### config.mk
export PLATFORM = sky130hd
export DESIGN_NAME = lsiu_cell
export DESIGN_NICKNAME = d
export VERILOG_FILES = /design/src/lsiu_pkg.sv /design/src/lsiu_cell.sv
export SDC_FILE = /design/constraint.sdc
export NUM_CORES = 2
export LEC_CHECK = 0
export BUFFER_PORTS_ARGS = -buffer_cell sky130_fd_sc_hd__buf_2
export CAP_MARGIN = 20
export CORE_ASPECT_RATIO = 1.5
export CORE_MARGIN = 3
export CORE_UTILIZATION = 40
export CTS_BUF_LIST = sky130_fd_sc_hd__clkbuf_8
export CTS_CLUSTER_SIZE = 14
export DETAILED_ROUTE_END_ITERATION = 6
export PLACE_DENSITY = 0.55
export RECOVER_POWER = 25
export SYNTH_ARGS = -nofsm -noshare
export SYNTH_HDL_FRONTEND = slang
export SYNTH_SLANG_ARGS = --single-unit
export TNS_END_PERCENT = 10
### constraint.sdc
create_clock -name clk -period 12.8 [get_ports clk]
set_clock_uncertainty 0.15 [all_clocks]
set_input_delay 3.84 -clock clk [delete_from_list [all_inputs] [get_ports clk]]
set_output_delay 3.84 -clock clk [all_outputs]
set_load 0.01 [all_outputs]
### src/lsiu_pkg.sv
package lsiu_pkg;

  localparam int NUM_LISTS    = 8;
  localparam int LIST_DEPTH   = 64;
  localparam int HANDLE_WIDTH = 32;

  localparam int MODE_W      = 2;
  localparam int SEL_W       = 3;
  localparam int POS_W       = 6;
  localparam int IN_HANDLE_W = 32;
  localparam int STATUS_W    = 2;
  localparam int READ_W      = 32;
  localparam int LEN_W       = 7;

  localparam int CNT_W     = $clog2(LIST_DEPTH + 1);
  localparam int IDX_W     = $clog2(LIST_DEPTH);
  localparam int LIST_ID_W = ($clog2(NUM_LISTS) > SEL_W) ? $clog2(NUM_LISTS) : SEL_W;
  localparam int CMP_W     = (CNT_W > POS_W) ? CNT_W : POS_W;

  typedef enum logic [MODE_W-1:0] {
    MODE_APPEND = 2'd0,
    MODE_DELETE = 2'd1,
    MODE_READ   = 2'd2,
    MODE_LENGTH = 2'd3
  } mode_t;

  typedef enum logic [STATUS_W-1:0] {
    ST_OK    = 2'd0,
    ST_RANGE = 2'd1,
    ST_NULL  = 2'd2,
    ST_FULL  = 2'd3
  } status_t;

  // one item walking the cell chain, carrying its result once served
  typedef struct packed {
    logic                    valid;
    logic                    done;
    mode_t                   mode;
    logic [SEL_W-1:0]        list_sel;
    logic [POS_W-1:0]        position;
    logic [HANDLE_WIDTH-1:0] handle;
    status_t                 status;
    logic [READ_W-1:0]       read_value;
    logic [LEN_W-1:0]        list_length;
  } tok_t;

endpackage

### src/lsiu_cell.sv
module lsiu_cell (
  input  logic                             clk,
  input  logic                             rst_n,
  input  logic [lsiu_pkg::LIST_ID_W-1:0]   cell_id,
  input  lsiu_pkg::tok_t                   tok_in,
  output lsiu_pkg::tok_t                   tok_out
);
  import lsiu_pkg::*;

  typedef enum logic [1:0] {
    S_IDLE,
    S_RD_WAIT,
    S_SHIFT
  } state_t;

  state_t                  state_r, state_nxt;
  logic [CNT_W-1:0]        cnt_r, cnt_nxt;
  tok_t                    op_r, op_nxt;
  tok_t                    tok_out_r, tok_out_nxt;
  logic [CNT_W-1:0]        rd_idx_r, rd_idx_nxt;
  logic [IDX_W-1:0]        wr_idx_r, wr_idx_nxt;
  logic                    rd_pend_r, rd_pend_nxt;

  logic [HANDLE_WIDTH-1:0] mem [LIST_DEPTH];
  logic [HANDLE_WIDTH-1:0] rd_q_r;
  logic                    rd_en;
  logic [IDX_W-1:0]        rd_addr;
  logic                    wr_en;
  logic [IDX_W-1:0]        wr_addr;
  logic [HANDLE_WIDTH-1:0] wr_data;

  logic                    match;
  logic                    pos_ok;
  tok_t                    res;

  assign match  = tok_in.valid && !tok_in.done &&
                  (LIST_ID_W'(tok_in.list_sel) == cell_id);
  assign pos_ok = CMP_W'(tok_in.position) < CMP_W'(cnt_r);

  always_comb begin
    state_nxt   = state_r;
    cnt_nxt     = cnt_r;
    op_nxt      = op_r;
    tok_out_nxt = tok_in;
    rd_idx_nxt  = rd_idx_r;
    wr_idx_nxt  = wr_idx_r;
    rd_pend_nxt = rd_pend_r;
    rd_en       = 1'b0;
    rd_addr     = '0;
    wr_en       = 1'b0;
    wr_addr     = '0;
    wr_data     = tok_in.handle;
    res             = (state_r == S_IDLE) ? tok_in : op_r;
    res.valid       = 1'b1;
    res.done        = 1'b1;
    res.status      = ST_OK;
    res.read_value  = '0;
    res.list_length = LEN_W'(cnt_r);

    unique case (state_r)
      S_IDLE: begin
        if (match) begin
          tok_out_nxt = res;
          unique case (tok_in.mode)
            MODE_APPEND: begin
              if (tok_in.handle == '0) begin
                tok_out_nxt.status = ST_NULL;
              end else if (cnt_r == CNT_W'(LIST_DEPTH)) begin
                tok_out_nxt.status = ST_FULL;
              end else begin
                wr_en                   = 1'b1;
                wr_addr                 = IDX_W'(cnt_r);
                cnt_nxt                 = CNT_W'(cnt_r + 1'b1);
                tok_out_nxt.list_length = LEN_W'(cnt_nxt);
              end
            end
            MODE_DELETE: begin
              if (!pos_ok) begin
                tok_out_nxt.status = ST_RANGE;
              end else begin
                tok_out_nxt.valid = 1'b0;
                op_nxt            = tok_in;
                rd_idx_nxt        = CNT_W'(CNT_W'(tok_in.position) + 1'b1);
                wr_idx_nxt        = IDX_W'(tok_in.position);
                rd_pend_nxt       = 1'b0;
                state_nxt         = S_SHIFT;
              end
            end
            MODE_READ: begin
              if (!pos_ok) begin
                tok_out_nxt.status = ST_RANGE;
              end else begin
                tok_out_nxt.valid = 1'b0;
                op_nxt            = tok_in;
                rd_en             = 1'b1;
                rd_addr           = IDX_W'(tok_in.position);
                state_nxt         = S_RD_WAIT;
              end
            end
            MODE_LENGTH: begin
            end
          endcase
        end
      end
      S_RD_WAIT: begin
        tok_out_nxt            = res;
        tok_out_nxt.read_value = READ_W'(rd_q_r);
        state_nxt              = S_IDLE;
      end
      S_SHIFT: begin
        tok_out_nxt.valid = 1'b0;
        if (rd_pend_r) begin
          wr_en      = 1'b1;
          wr_addr    = wr_idx_r;
          wr_data    = rd_q_r;
          wr_idx_nxt = IDX_W'(wr_idx_r + 1'b1);
        end
        if (rd_idx_r < cnt_r) begin
          rd_en       = 1'b1;
          rd_addr     = IDX_W'(rd_idx_r);
          rd_idx_nxt  = CNT_W'(rd_idx_r + 1'b1);
          rd_pend_nxt = 1'b1;
        end else begin
          rd_pend_nxt = 1'b0;
          if (!rd_pend_r) begin
            cnt_nxt                 = CNT_W'(cnt_r - 1'b1);
            tok_out_nxt             = res;
            tok_out_nxt.list_length = LEN_W'(cnt_nxt);
            state_nxt               = S_IDLE;
          end
        end
      end
      default: begin
        state_nxt = S_IDLE;
      end
    endcase
  end

  always_ff @(posedge clk) begin
    if (!rst_n) begin
      state_r   <= S_IDLE;
      cnt_r     <= '0;
      tok_out_r <= '0;
      rd_pend_r <= 1'b0;
    end else begin
      state_r   <= state_nxt;
      cnt_r     <= cnt_nxt;
      tok_out_r <= tok_out_nxt;
      rd_pend_r <= rd_pend_nxt;
    end
    op_r     <= op_nxt;
    rd_idx_r <= rd_idx_nxt;
    wr_idx_r <= wr_idx_nxt;
  end

  // list entry memory, one write and one read port
  always_ff @(posedge clk) begin
    if (wr_en) begin
      mem[wr_addr] <= wr_data;
    end
    if (rd_en) begin
      rd_q_r <= mem[rd_addr];
    end
  end

  assign tok_out = tok_out_r;

endmodule

==> run metrics <==
crit-path leading delay family compound AO/OA/AOI/OAI gates; fmax 114.5 MHz; Yosys top cell area share 0.7326; met3 usage 0.05083; Area contributors post-synth edfxtp_1, mux2i_1, nand2_1; commonest cells in the netlist edfxtp_1, nand2_1, mux2i_1; Post-synth EDFFs 2,136; Area Growth Syn to Fin 11.96%; hold_buf cts 0; number of H-tree levels 5; clock latency on the worst-skew pair 0.97 ns; DRC violations left 0; Synth Area in Adders 0.002858; Post-DRT Antenna Nets 0; Seq/Total Area, Yosys 0.7545; WP data arrival 9.23 ns; CP Launch Type input port; post-synth cell types 61; multiplexer share of the synthesized area 0.06426; share of layout cells above drive strength 1 0.1271; met1 Use GR 0.3103; core area 216,800 sq um; setup TNS 0 ns; Req. time, crit path 13.29 ns; Max Buffers Root-to-Sink 4; worst stage delay on the critical path 0.94 ns; worst-path fanout max 54; cell count after synthesis 5,713; grt peak-use layer met2; die width 388.0 um; met2 GRT Util 0.4307; Worst-Margin Slew 3.235 ns; Slowest-stage cell, CP a2111oi_4; Final Util 0.4522; final clock period utilization by the worst path 0.6823; Compound-Gate Fraction of Synth Area 0.09487; drt pass-1 iters 5; max cap viols 17; cell area power density 139.3 nW/um^2; crit path setup slack, layout 4.067 ns; Wirelength per Cell 32.09 um; num rows 209; GP Congestion 0.8401; first-pass GRT wire length 405,800 um; routed vias 54,610; Worst Path Buf+Inv 3; Mapped Area 87,560 sq um; largest family of logic cells by synthesized area compound AO/OA/AOI/OAI gates; failing checks capacitance limit, slew limit; die area 224,700 sq um; Static Leak 34.82 nW; GRT overflow 0; root buf cell clkbuf_8; Post-CTS Setup Repair Bufs 0; cell accounting for the most synthesized area edfxtp_1; # IOs 177; Mapped Nets 5,824; status finished, violations left; Synth Flop Type edfxtp_1; Clock Sinks 2,232; pre-CTS setup slack 3.193 ns; Slew Limit Fails 981; clk slew on worst S/H paths 0.06 ns; initial antenna violation count 8; Overall Power 13.65 mW; IO buf count 176; vias in the first global route 52,970; 1st-iter DRT viols 5,903; CP Capture Type flip-flop; Die Span Y 579.0 um; Final Setup Violations 0; dpl hpwl 155,100 um; Synth Register Bits 2,232; Post-CTS Resized 0; NumNets Final 6,101; TritonCTS clock tree built; Initial Util 0.4039; worst path cell trace clkbuf_1 > ha_1 > a21oi_1 > o21ai_0 > a2111oi_4 > o21ai_0 > o21ai_4 > buf_12 > buf_4 > a21oi_1 > nor4_1 > o32a_1 > o221ai_1; Slew HR -1.156; Worst Hold Class reg2reg; hold_ws 0.3622 ns; synthesized area per cell 15.33 sq um; RSZ-0062 raised after global routing false; WL final 291,300 um; post-DR vias/cell 6.014; most frequent cell after synthesis edfxtp_1; ys async rst share 0; R2R setup slack 6.57 ns; GRT Util Overall 0.2531; largest net degree at the start of global routing 138; simple-gate share of the synthesized area 0.05780; Final Critical Period 8.733 ns; maximum VDD drop 0.07241 mV; XOR/XNOR Fraction of Synth Area 0.001300; Ys Warns 0; CP Class in2reg; clock buffer count from CTS 341; final hold vios 0
==> area by class of cell <==
cell class                 instances  area, sq um
sequential                      2232        66060
inverter                          15        57.56
fill                           18960       118800
timing repair buffer             340         2352
multi-input combinational       3060        20060
tap                             2848         3563
antenna                           11        27.53
clock inverter                   224         1090
clock buffer                     350         4817
==> per-layer routing <==
layer,routed length [um],vias up
li1,-,22920
met1,108200,28100
met2,143500,2910
met3,24510,675
met4,15180,6
met5,39,-
==> placed cells by master (no fill, tap or decap), types with 15 or more instances in the layout <==
cell,Yosys,routed
dfxtp_1,96,96
o21ai_0,33,33
o32a_1,17,17
a21oi_1,489,489
nor2_1,131,66
clkinv_1,0,64
nand2_1,957,942
inv_1,15,124
a221oi_1,218,218
clkbuf_8,0,350
mux2i_1,561,561
o22ai_1,110,110
nor2_4,0,65
o221ai_1,187,187
clkbuf_1,186,60
a2111oi_0,24,24
clkinv_2,0,27
buf_4,26,119
a22oi_1,40,40
buf_2,133,133
buf_12,0,27
nor3_1,30,27
ha_1,20,20
a31oi_1,43,42
nand3_1,15,15
nor4_1,59,59
edfxtp_1,2136,2136
==> stage by stage <==
step                      std cells  cell area [sq um]
after floorplan                5713              87560
after detailed placement       8481              92120
after CTS                      9055              98030
after global placement         8476              92020
after global routing           9077              98030
final                          9080              98030
==> kinds of logic after synthesis <==
kind of cell | count (synthesis)
xor+xnor | 13
flops | 2232
simple gates | 1248
mux | 562
buf+inv | 421
fa+ha+maj | 20
compound gates | 1217
==> path summary, 6_finish.rpt <==
kind,startpoint,to,cells past startpoint
worst max register to register,cnt_r[2]$_SDFFE_PN0P_,rd_q_r[9]$_DFFE_PP_,13
worst min-delay path,op_r[80]$_DFFE_PP_,tok_out[80]$_SDFF_PN0_,2
worst max-delay path,tok_in[75],rd_q_r[9]$_DFFE_PP_,13
worst min register to register,op_r[80]$_DFFE_PP_,tok_out[80]$_SDFF_PN0_,2
==> sequential cells by signal (all words and copies together), names as in the netlist, 2 cells and up <==
name,flops
cnt_r,7
mem,2048
op_r,43
rd_idx_r,7
rd_q_r,32
state_r,2
tok_out,86
wr_idx_r,6
==> worst register-to-register path: stages (launching register included) <==
cell and delay, ns:
dfxtp_1 0.53, inv_1 0.25, ha_1 0.35, a21oi_1 0.12
o21ai_0 0.22, a2111oi_4 0.94, o21ai_0 0.35, o21ai_4 0.28
buf_12 0.43, buf_4 0.78, a21oi_1 0.13, nor4_1 0.89
o32a_1 0.36, o221ai_1 0.15
==> power by group <==
| group | leakage (nW) | total [mW] | switching [mW] | internal (mW) |
|---|---|---|---|---|
| sequential | 20.0 | 8.02 | 0.00623 | 8.02 |
| clock | 3.41 | 5.38 | 2.75 | 2.63 |
| combinational | 11.4 | 0.248 | 0.197 | 0.0503 |
Note: power is estimated with default switching activity, not from simulation.
